--- src/rtl/button_debounce_long_press_core_macros.svh ---
// assertion macros for the button debounce / long-press core
// clock is clk_i, asynchronous active-low reset rst_ni disables checking
`ifndef BUTTON_DEBOUNCE_LONG_PRESS_CORE_MACROS_SVH
`define BUTTON_DEBOUNCE_LONG_PRESS_CORE_MACROS_SVH

// property checked at every rising clock edge outside reset
`define BDLP_ASSERT(label, prop, msg) \
  label: assert property (@(posedge clk_i) disable iff (!rst_ni) (prop)) else $error(msg);

// implication: when cond holds, expr holds in the next cycle
`define BDLP_ASSERT_NEXT(label, cond, expr, msg) \
  label: assert property (@(posedge clk_i) disable iff (!rst_ni) (cond) |=> (expr)) \
    else $error(msg);

`endif

--- src/rtl/bdlp_pkg.sv ---
// shared types and constants for the button debounce / long-press core
// no dependencies
`timescale 1ns / 1ps

package bdlp_pkg;

  localparam int unsigned TimeW    = 32;
  localparam int unsigned DebW     = 16;
  localparam int unsigned ApbDataW = 32;
  localparam int unsigned ApbAddrW = 4;

  // register indexes (byte address = 4 * index)
  localparam logic [1:0] RegDebounce  = 2'd0;
  localparam logic [1:0] RegLongPress = 2'd1;
  localparam logic [1:0] RegActiveHi  = 2'd2;

  localparam logic [DebW-1:0]  DebounceRst  = 16'd50;
  localparam logic [TimeW-1:0] LongPressRst = 32'd1000;
  localparam logic             ActiveHiRst  = 1'b0;

  // input tdata: now_ms [31:0], raw_level [32], zero fill to 40 bits
  localparam int unsigned InDataW = 40;

  // result word, lowest field last so it lands in bit 0
  typedef struct packed {
    logic [2:0]       pad;
    logic [TimeW-1:0] released_ms;
    logic [TimeW-1:0] pressed_ms;
    logic             long_held;
    logic             long_press_event;
    logic             release_event;
    logic             press_event;
    logic             is_down;
  } result_t;

  localparam int unsigned OutDataW = $bits(result_t);

endpackage

--- src/rtl/button_debounce_long_press_core.sv ---
// button debouncer with long-press detection, one update tick per transaction
// depends on bdlp_pkg and button_debounce_long_press_core_macros.svh
`timescale 1ns / 1ps
`include "button_debounce_long_press_core_macros.svh"

// pipeline: each accepted tick is offered as a result after it passes through
//   one input register and one result register, the state updated between them
// throughput: one tick per clock cycle while the output is not stalled; the only loop is the state update
// stalls: a held result freezes both stages, tready falls only when both are full
// reset: asynchronous, active low; registers return to their power-up values
//   (debounce 50 ms, long press 1000 ms, active low) and all state clears to zero

module button_debounce_long_press_core (
  input  logic                              clk_i,
  input  logic                              rst_ni,

  // tick input
  input  logic                              s_axis_tvalid,
  output logic                              s_axis_tready,
  // [31:0] now_ms, [32] raw_level, [39:33] zero
  input  logic [bdlp_pkg::InDataW-1:0]      s_axis_tdata,

  // result output
  output logic                              m_axis_tvalid,
  input  logic                              m_axis_tready,
  // [0] is_down, [1] press_event, [2] release_event, [3] long_press_event,
  // [4] long_held, [36:5] pressed_ms, [68:37] released_ms, [71:69] zero
  output logic [bdlp_pkg::OutDataW-1:0]     m_axis_tdata,

  // configuration port
  input  logic                              psel,
  input  logic                              penable,
  input  logic                              pwrite,
  input  logic [bdlp_pkg::ApbAddrW-1:0]     paddr,
  input  logic [bdlp_pkg::ApbDataW-1:0]     pwdata,
  output logic [bdlp_pkg::ApbDataW-1:0]     prdata,
  output logic                              pready
);

  localparam int unsigned TW = bdlp_pkg::TimeW;
  localparam int unsigned DW = bdlp_pkg::DebW;

  // ---------------------------------------------------------------------------
  // configuration registers
  // ---------------------------------------------------------------------------
  logic [DW-1:0] debounce_q;
  logic [TW-1:0] long_press_q;
  logic          active_hi_q;
  logic [1:0]    reg_idx;
  logic          cfg_wr;

  assign pready  = 1'b1;
  assign reg_idx = paddr[3:2];
  assign cfg_wr  = psel && penable && pwrite && pready;

  always_ff @(posedge clk_i or negedge rst_ni) begin
    if (!rst_ni) begin
      debounce_q   <= bdlp_pkg::DebounceRst;
      long_press_q <= bdlp_pkg::LongPressRst;
      active_hi_q  <= bdlp_pkg::ActiveHiRst;
    end else if (cfg_wr) begin
      case (reg_idx)
        bdlp_pkg::RegDebounce:  debounce_q   <= pwdata[DW-1:0];
        bdlp_pkg::RegLongPress: long_press_q <= pwdata[TW-1:0];
        bdlp_pkg::RegActiveHi:  active_hi_q  <= pwdata[0];
        default: ;  // unmapped address, write dropped
      endcase
    end
  end

  always_comb begin
    case (reg_idx)
      bdlp_pkg::RegDebounce:  prdata = {{(bdlp_pkg::ApbDataW-DW){1'b0}}, debounce_q};
      bdlp_pkg::RegLongPress: prdata = long_press_q;
      bdlp_pkg::RegActiveHi:  prdata = {{(bdlp_pkg::ApbDataW-1){1'b0}}, active_hi_q};
      default:                prdata = '0;
    endcase
  end

  // ---------------------------------------------------------------------------
  // pipeline control: input register -> state update -> result register
  // ---------------------------------------------------------------------------
  logic          in_vld_q;
  logic [TW-1:0] in_now_q;
  logic          in_raw_q;
  logic          out_vld_q;
  logic          advance;   // result register free to take the next result
  logic          step;      // a tick is applied to the state this cycle
  logic          in_take;

  assign advance       = !out_vld_q || m_axis_tready;
  assign step          = in_vld_q && advance;
  assign s_axis_tready = !in_vld_q || advance;
  assign in_take       = s_axis_tvalid && s_axis_tready;

  always_ff @(posedge clk_i or negedge rst_ni) begin
    if (!rst_ni) begin
      in_vld_q <= 1'b0;
    end else if (s_axis_tready) begin
      in_vld_q <= s_axis_tvalid;
    end
  end

  // payload only, held while the stage is stalled
  always_ff @(posedge clk_i) begin
    if (in_take) begin
      in_now_q <= s_axis_tdata[TW-1:0];
      in_raw_q <= s_axis_tdata[TW];
    end
  end

  // ---------------------------------------------------------------------------
  // debounce and duration state
  // ---------------------------------------------------------------------------
  logic          started_q,     started_d;
  logic          stable_q,      stable_d;
  logic          last_raw_q,    last_raw_d;
  logic [TW-1:0] change_t_q,    change_t_d;
  logic [TW-1:0] press_st_q,    press_st_d;
  logic [TW-1:0] press_dur_q,   press_dur_d;
  logic [TW-1:0] rel_st_q,      rel_st_d;
  logic [TW-1:0] rel_dur_q,     rel_dur_d;
  logic          long_rep_q,    long_rep_d;

  logic          raw_chg;
  logic [TW-1:0] chg_time;      // change time as seen after this tick
  logic [TW-1:0] elapsed;
  logic          level_ok;      // raw level stable long enough and differs
  logic          ev_press;
  logic          ev_release;
  logic          ev_long;
  logic          down;
  logic          long_rep_mid;

  bdlp_pkg::result_t res_d, res_q;

  always_comb begin
    // defaults: state unchanged
    started_d   = started_q;
    stable_d    = stable_q;
    last_raw_d  = last_raw_q;
    change_t_d  = change_t_q;
    press_st_d  = press_st_q;
    press_dur_d = press_dur_q;
    rel_st_d    = rel_st_q;
    rel_dur_d   = rel_dur_q;
    long_rep_d  = long_rep_q;
    ev_press    = 1'b0;
    ev_release  = 1'b0;
    ev_long     = 1'b0;

    // a raw change restarts the timer at the current tick
    raw_chg  = in_raw_q != last_raw_q;
    chg_time = raw_chg ? in_now_q : change_t_q;
    elapsed  = in_now_q - chg_time;
    level_ok = (elapsed >= {{(TW-DW){1'b0}}, debounce_q}) && (in_raw_q != stable_q);
    long_rep_mid = long_rep_q;

    if (!started_q) begin
      // first tick after reset only seeds the debouncer
      started_d  = 1'b1;
      stable_d   = in_raw_q;
      last_raw_d = in_raw_q;
      change_t_d = in_now_q;
    end else begin
      last_raw_d = in_raw_q;
      change_t_d = chg_time;
      if (level_ok) begin
        stable_d   = in_raw_q;
        ev_press   = in_raw_q == active_hi_q;
        ev_release = in_raw_q != active_hi_q;
      end
    end

    down = stable_d == active_hi_q;

    if (started_q) begin
      // pressed duration restarts on press, frozen while released
      if (ev_press) begin
        press_st_d  = in_now_q;
        press_dur_d = '0;
      end else if (ev_release || down) begin
        press_dur_d = in_now_q - press_st_q;
      end

      // released duration restarts on release, frozen while pressed
      if (ev_release) begin
        rel_st_d  = in_now_q;
        rel_dur_d = '0;
      end else if (ev_press || !down) begin
        rel_dur_d = in_now_q - rel_st_q;
      end

      // one long-press event per press
      long_rep_mid = ev_release ? 1'b0 : long_rep_q;
      ev_long      = down && !long_rep_mid && (press_dur_d >= long_press_q);
      long_rep_d   = long_rep_mid || ev_long;
    end

    res_d                  = '0;
    res_d.is_down          = down;
    res_d.press_event      = ev_press;
    res_d.release_event    = ev_release;
    res_d.long_press_event = ev_long;
    res_d.long_held        = down && (press_dur_d >= long_press_q);
    res_d.pressed_ms       = press_dur_d;
    res_d.released_ms      = rel_dur_d;
  end

  always_ff @(posedge clk_i or negedge rst_ni) begin
    if (!rst_ni) begin
      started_q   <= 1'b0;
      stable_q    <= 1'b0;
      last_raw_q  <= 1'b0;
      change_t_q  <= '0;
      press_st_q  <= '0;
      press_dur_q <= '0;
      rel_st_q    <= '0;
      rel_dur_q   <= '0;
      long_rep_q  <= 1'b0;
    end else if (step) begin
      started_q   <= started_d;
      stable_q    <= stable_d;
      last_raw_q  <= last_raw_d;
      change_t_q  <= change_t_d;
      press_st_q  <= press_st_d;
      press_dur_q <= press_dur_d;
      rel_st_q    <= rel_st_d;
      rel_dur_q   <= rel_dur_d;
      long_rep_q  <= long_rep_d;
    end
  end

  // ---------------------------------------------------------------------------
  // result register
  // ---------------------------------------------------------------------------
  always_ff @(posedge clk_i or negedge rst_ni) begin
    if (!rst_ni) begin
      out_vld_q <= 1'b0;
    end else if (advance) begin
      out_vld_q <= in_vld_q;
    end
  end

  always_ff @(posedge clk_i) begin
    if (step) begin
      res_q <= res_d;
    end
  end

  assign m_axis_tvalid = out_vld_q;
  assign m_axis_tdata  = res_q;

  // ---------------------------------------------------------------------------
  // assertions
  // ---------------------------------------------------------------------------
  `BDLP_ASSERT(a_press_is_down,
    !(m_axis_tvalid && res_q.press_event) || res_q.is_down, "press event while not down")
  `BDLP_ASSERT(a_release_is_up,
    !(m_axis_tvalid && res_q.release_event) || !res_q.is_down, "release event while down")
  `BDLP_ASSERT(a_long_is_held,
    !(m_axis_tvalid && res_q.long_press_event) || res_q.long_held,
    "long-press event without long hold")
  `BDLP_ASSERT_NEXT(a_step_gives_result, step, m_axis_tvalid, "applied tick produced no result")

endmodule
--- config.mk ---
export PLATFORM = sky130hd
export DESIGN_NAME = button_debounce_long_press_core
export DESIGN_NICKNAME = d
export VERILOG_FILES = /design/src/rtl/bdlp_pkg.sv /design/src/rtl/button_debounce_long_press_core.sv
export VERILOG_INCLUDE_DIRS = /design/src /design/src/rtl
export SDC_FILE = /design/constraint.sdc
export NUM_CORES = 1
export LEC_CHECK = 0
export BUFFER_PORTS_ARGS = -buffer_cell sky130_fd_sc_hd__buf_2
export CORE_UTILIZATION = 65
export DETAILED_ROUTE_END_ITERATION = 10
export GPL_TIMING_DRIVEN = 0
export PLACE_DENSITY = 0.82
export SYNTH_ARGS = -nofsm -noshare
export SYNTH_HDL_FRONTEND = slang
export SYNTH_SLANG_ARGS = --single-unit
--- constraint.sdc ---
create_clock -name clk_i -period 13.2 [get_ports clk_i]
set_input_delay 0.66 -clock clk_i [delete_from_list [all_inputs] [get_ports clk_i]]
set_output_delay 0.66 -clock clk_i [all_outputs]
set_load 0.005 [all_outputs]
=== Word level (Yosys, flattened, before mapping) ===
Index checks and enable logic that the tools add are counted.

* Output and inout port bits: 107
* Bits in registers: 317

* Magnitude comparators: 3
* Reduce and logical (&&, ||, !) cells: 24
* Mux-type cells: 17
* Add/subtract/negate cells: 3
* Equal/unequal tests: 7

{| class="wikitable"
|+ Operators with widths
! kind !! count
|-
| 2-to-1 mux 32 bit || 9
|-
| case mux 32 bit (3 select lines) || 1
|-
| subtractor 32 bit || 3
|-
| greater-or-equal comparator 32 bit || 2
|-
| greater-or-equal comparator 32 x 16 -> 1 bit || 1
|-
| logical AND 1 bit || 8
|-
| AND reduction 2 bit || 4
|-
| 2-to-1 mux 1 bit || 7
|-
| AND reduction 3 bit || 2
|-
| logical OR 1 bit || 5
|-
| zero test 1 bit || 4
|-
| != test 1 bit || 3
|-
| == test 1 bit || 2
|-
| == test 2 x 1 -> 1 bit, second input constant || 1
|-
| == test 2 bit, second input constant || 1
|-
| zero test 2 bit || 1
|}

=== Logic depth before layout (Yosys ltp) ===
* Depth after elaboration: 15
* Depth in mapped cells: 44
* Mapped depth without buffers: 39

=== Least setup slack after synthesis ===
Ideal clock, no wire load.

* Path type: flip-flop to flip-flop
* Start: reg in_raw_q
* End: reg res_q (netlist bit m_axis_tdata[3]) (data pin)
* Data arrival time: 7.860 ns
* Path buffers: 5
* Cell stages (with the launch flop): 45
* Setup time: 0.268 ns
* Data required time: 12.932 ns
* Path slack: 5.073 ns
* Path through: edfxtp_1 buf_2 xnor2_2 buf_2 buf_1 nand2_1 o21ai_0 ha_1 inv_1 ha_1 a31oi_1 o22ai_1 o21ai_0 o22ai_1 a21oi_1 o21ai_0 a21o_1 xor2_1 (+9 left out) buf_2 a311o_1 buf_2 nand3_1 a211o_1 ha_1 nand2b_1 a21o_1 a21o_1 a21o_1 a21o_1 a21oi_1 o21ai_0 a211oi_1 nor2_1 o2111a_1 o21ai_0 a2111oi_0

* Longest elaborated chain between the ends: 14

{| class="wikitable"
|+ RTL lines
! item !! RTL line !! text
|-
| start, declared || button_debounce_long_press_core.sv:85 || <nowiki>logic in_raw_q;</nowiki>
|-
| start signal, assigned || button_debounce_long_press_core.sv:108 || <nowiki>in_raw_q <= s_axis_tdata[TW];</nowiki>
|-
| != test 1 bit || button_debounce_long_press_core.sv:153 || <nowiki>raw_chg = in_raw_q != last_raw_q;</nowiki>
|-
| 2-to-1 mux 32 bit || button_debounce_long_press_core.sv:154 || <nowiki>chg_time = raw_chg ? in_now_q : change_t_q;</nowiki>
|-
| subtractor 32 bit || button_debounce_long_press_core.sv:155 || <nowiki>elapsed = in_now_q - chg_time;</nowiki>
|-
| greater-or-equal comparator 32 x 16 -> 1 bit || button_debounce_long_press_core.sv:156 || <nowiki>level_ok = (elapsed >= {{(TW-DW){1'b0}}, debounce_q}) && (in_raw_q != stable_q);</nowiki>
|-
| logical AND 1 bit || button_debounce_long_press_core.sv:156 ||
|-
| 2-to-1 mux 1 bit || button_debounce_long_press_core.sv:168 || <nowiki>if (level_ok) begin</nowiki>
|-
| 2-to-1 mux 1 bit || button_debounce_long_press_core.sv:159 || <nowiki>if (!started_q) begin</nowiki>
|-
| == test 1 bit || button_debounce_long_press_core.sv:175 || <nowiki>down = stable_d == active_hi_q;</nowiki>
|-
| logical OR 1 bit || button_debounce_long_press_core.sv:182 || <nowiki>end else if (ev_release || down) begin</nowiki>
|-
| 2-to-1 mux 32 bit || button_debounce_long_press_core.sv:182 ||
|-
| 2-to-1 mux 32 bit || button_debounce_long_press_core.sv:179 || <nowiki>if (ev_press) begin</nowiki>
|-
| 2-to-1 mux 32 bit || button_debounce_long_press_core.sv:177 || <nowiki>if (started_q) begin</nowiki>
|-
| greater-or-equal comparator 32 bit || button_debounce_long_press_core.sv:196 || <nowiki>ev_long = down && !long_rep_mid && (press_dur_d >= long_press_q);</nowiki>
|-
| logical AND 1 bit * || button_debounce_long_press_core.sv:196 ||
|-
| end signal, assigned || button_debounce_long_press_core.sv:247 || <nowiki>res_q <= res_d;</nowiki>
|-
| end, declared || button_debounce_long_press_core.sv:135 || <nowiki>bdlp_pkg::result_t res_d, res_q;</nowiki>
|}

Every way passes the cells marked *; elsewhere a longest branch is shown, timed or not. The select of a mux whose other input is x is not followed.
A chain may end at the register's enable or synchronous reset.

=== Final worst setup path ===
Same ends and word-level chain as after synthesis.

==> metrics.md <==
| Metric | Value |
|---|---|
| Reg2Reg Launch Point | in_raw_q |
| H-tree levels | 2 |
| Layout cells sized above 1 | 0.168 |
| Fin. Hold Viols | 0 |
| Worst slack, placed | roughly 2.7 ns |
| Vias in the first global route | approximately 16000 |
| Die area | approximately 32000 um^2 |
| Final #Nets | roughly 2500 |
| Critical path class | register to register |
| Antenna fix cells | 0 |
| Postcts setup bufs | 0 |
| Maximum clock frequency | ~93 MHz |
| CP required | ~13 ns |
| Post-synth EDFFs | a little over 100 |
| Worst hold path class | input port to async pin |
| Simple-Gate Fraction of Synth Area | 0.118 |
| Routed wire length | slightly below 60000 um |
| Pin count of the biggest net entering global routing | 115 |
| Crit path launch type | register |
| Maximum VDD drop | about 0.16 mV |
| Ratio of final minimum period to clock period | 0.813 |
| Main synth FF type | dfrtp_1 |
| IO Port Bufs | between 150 and 200 |
| Worst slew pin tran | roughly 1.2 ns |
| Max cap viols | 0 |
| Num rows | 64 |
| Arr. time, crit path | about 11 ns |
| DR vias | ~17000 |
| Worst-skew pair later-pin latency | 0.54 ns |
| TritonCTS clock tree | built |
| Final slew viol count | 0 |
| DRT Pass-1 Iters | 6 |
| Slowest cell on crit path | buf_1 |
| Pleak | roughly 10 nW |
| RSZ-0062 raised after global routing | false |
| Reg2reg path depth | 44 |
| Post-CTS Hold Fix Bufs | 0 |
| Grt ovf | 0 |
| Normalized max-slew margin | 0.210 |
| Gr usage total | 0.365 |
| Setup ws final | about 2.5 ns |
| Maximum single-stage delay on the critical path | around 0.60 ns |
| Cts bufs inserted | 35 |
| Largest family of logic cells by synthesized area | compound AO/OA/AOI/OAI gates |
| Shortest period the worst path allows | ~11 ns |
| Fin Hold WS | ~0.14 ns |
| Longest Clk Path Bufs | 3 |
| Vias/cell | around 6.4 |
| FF-to-FF End | m_axis_tdata[3] |
| Worst-path maximum fanout | 10 |
| Syn avg cell area | 10.0 um^2 |
| Reg2reg setup slack | 2.47 ns |
| Routed Antenna Nets | 0 |
| Synth Area in Compound Gates | 0.192 |
| Clock transition at the registers of the reported paths | ~0.06 ns |
| Iter 0 DRT Violations | approximately 1600 |
| Worst clock skew | 0.0255 ns |
| Starting density of the core | 0.660 |
| Critical Path End Type | register |
| Hpwl dp | between 40000 and 50000 um |
| Ys async rst share | 0.678 |
| Drt drc | 0 |
| Routability congestion estimate from global placement | roughly 0.94 |
| Outcome | completed |
| Core ar. | approximately 30000 um^2 |
| Setup TNS | 0 ns |
| Ys Warns | 0 |
| CTS resizes | 0 |
| #FFs+latches synth | 317 |
| Proportion of synthesized area in mux cells | 0.0767 |
| Adder-cell share of the synthesized area | 0.108 |
| WL per Instance | approximately 22 um |
| Power Density | approximately 240 nW/um^2 |
| Synth cell types | between 80 and 90 |
| Sequential share of the synthesized area | 0.419 |
| Initial antenna violation count | 0 |
| Die Span X | around 180 um |
| Final setup viols | 0 |
| Post-Syn Instances | 2017 |
| First-pass GRT wire length | 89300 um |
| CTS Root Cell | clkbuf_16 |
| Die H | about 180 um |
| CTS Sinks | approximately 320 |
| Synth Cell Area | 20200 um^2 |
| Layout area overhead | 12.8% |
| I/O Pins | 190 |
| Xor-xnor portion of the synthesized cell area | 0.0389 |
[state kept, by name, indices dropped and copies added, names as in the netlist]
name and count:
m_axis_tvalid 1, stable_q 1, press_st_q 32, press_dur_q 32
started_q 1, active_hi_q 1, in_raw_q 1, rel_dur_q 32
last_raw_q 1, debounce_q 16, long_rep_q 1, in_now_q 32
rel_st_q 32, m_axis_tdata 69, in_vld_q 1, change_t_q 32
long_press_q 32
[cells by family after synthesis]
family	after synthesis
mux	142
xor+xnor	88
simple gates	484
buf+inv	237
compound gates	573
flops	317
fa+ha+maj	174
other cells	2
[metrics by stage]
stage               utilization  area (um^2)  instances  power, mW
floorplan                     -        20200       2019       3.63
global placement          0.705        21600       2591       4.32
detailed placement        0.708        21600       2594       4.44
CTS                       0.745        22800       2658       5.45
global route              0.745        22800       2658       5.86
finish                    0.745        22800       2658       5.51
[area by class of cell]
class | instances | area (um^2)
Timing Repair Buffer | 179 | 946
Sequential cell | 317 | 8450
Buffer | 93 | 414
Fill cell | 2204 | 7800
Clock inverter | 21 | 185
Inverter | 144 | 541
Multi-Input combinational cell | 1465 | 10800
Clock buffer | 43 | 956
Tap cell | 396 | 495
[metal layers]
layer	up-vias	track usage	wire length (um)
li1	7799	-	-
met1	8312	0.470	23600
met2	852	0.617	27400
met3	172	0.0529	4380
met4	0	0.153	2540
met5	-	0	0
[cells in the mapped netlist (all sizes together) (31+ instances only)]
cell type	instances	share of area
nand2	121	0.022
o31ai	32	0.012
dfrtp	206	0.26
mux2i	47	0.023
buf	39	0.010
ha	163	0.10
edfxtp	102	0.15
a21o	56	0.021
nand2b	31	0.0096
nor2	117	0.022
a22o	72	0.031
o21ai	149	0.037
nand3	49	0.012
inv	144	0.027
clkbuf	54	0.010
nor2b	32	0.0099
a21oi	119	0.030
mux2	95	0.053
xnor2	58	0.026
nand4	45	0.014
[how the worst max path moves through the flow]
stage / slack [ns] / startpoint / endpoint
2_1_floorplan: 5.07 / in_raw_q / m_axis_tdata[3]
3_3_place_gp: 2.79 / in_raw_q / m_axis_tdata[3]
3_5_place_dp: 2.71 / in_raw_q / m_axis_tdata[3]
4_1_cts: 2.62 / in_raw_q / m_axis_tdata[3]
5_1_grt: 1.81 / in_raw_q / m_axis_tdata[3]
6_report: 2.47 / in_raw_q / m_axis_tdata[3]
[layout by cell type, fill, tap and decap left out, drive strengths merged, types with 12 or more instances in the layout]
master	instances
mux2i	47
nand2b	31
nor3	19
nor4	12
nor2	117
dfrtp	206
nand4	45
o31ai	32
clkbuf	97
inv	148
xnor2	58
and2	24
a31oi	17
clkinv	13
edfxtp	102
nor2b	32
mux2	95
o21ai	149
xor2	30
o21a	18
nand3	49
a22o	72
a211oi	16
buf	218
a21oi	119
o2bb2ai	26
nand2	121
ha	163
a21o	56
[critical path, delay by kind of cell (launching register included)]
family | cells | cell delay, ns
adder cells (fa/ha/maj) | 4 | 0.98
AND/OR/NAND/NOR | 10 | 1.95
XOR/XNOR | 2 | 0.60
flip-flops | 1 | 0.35
AO/OA/AOI/OAI | 22 | 4.87
buffers and inverters | 6 | 1.68
[report_power, final]
group          internal, mW  switching (mW)  total (mW)  leakage, nW
sequential             1.42           0.195        1.61         3.59
combinational          1.23            1.69        2.92         6.21
clock                 0.561           0.418       0.978        0.567
total                  3.20            2.30        5.51         10.4
(Power assumes the default switching activity.)
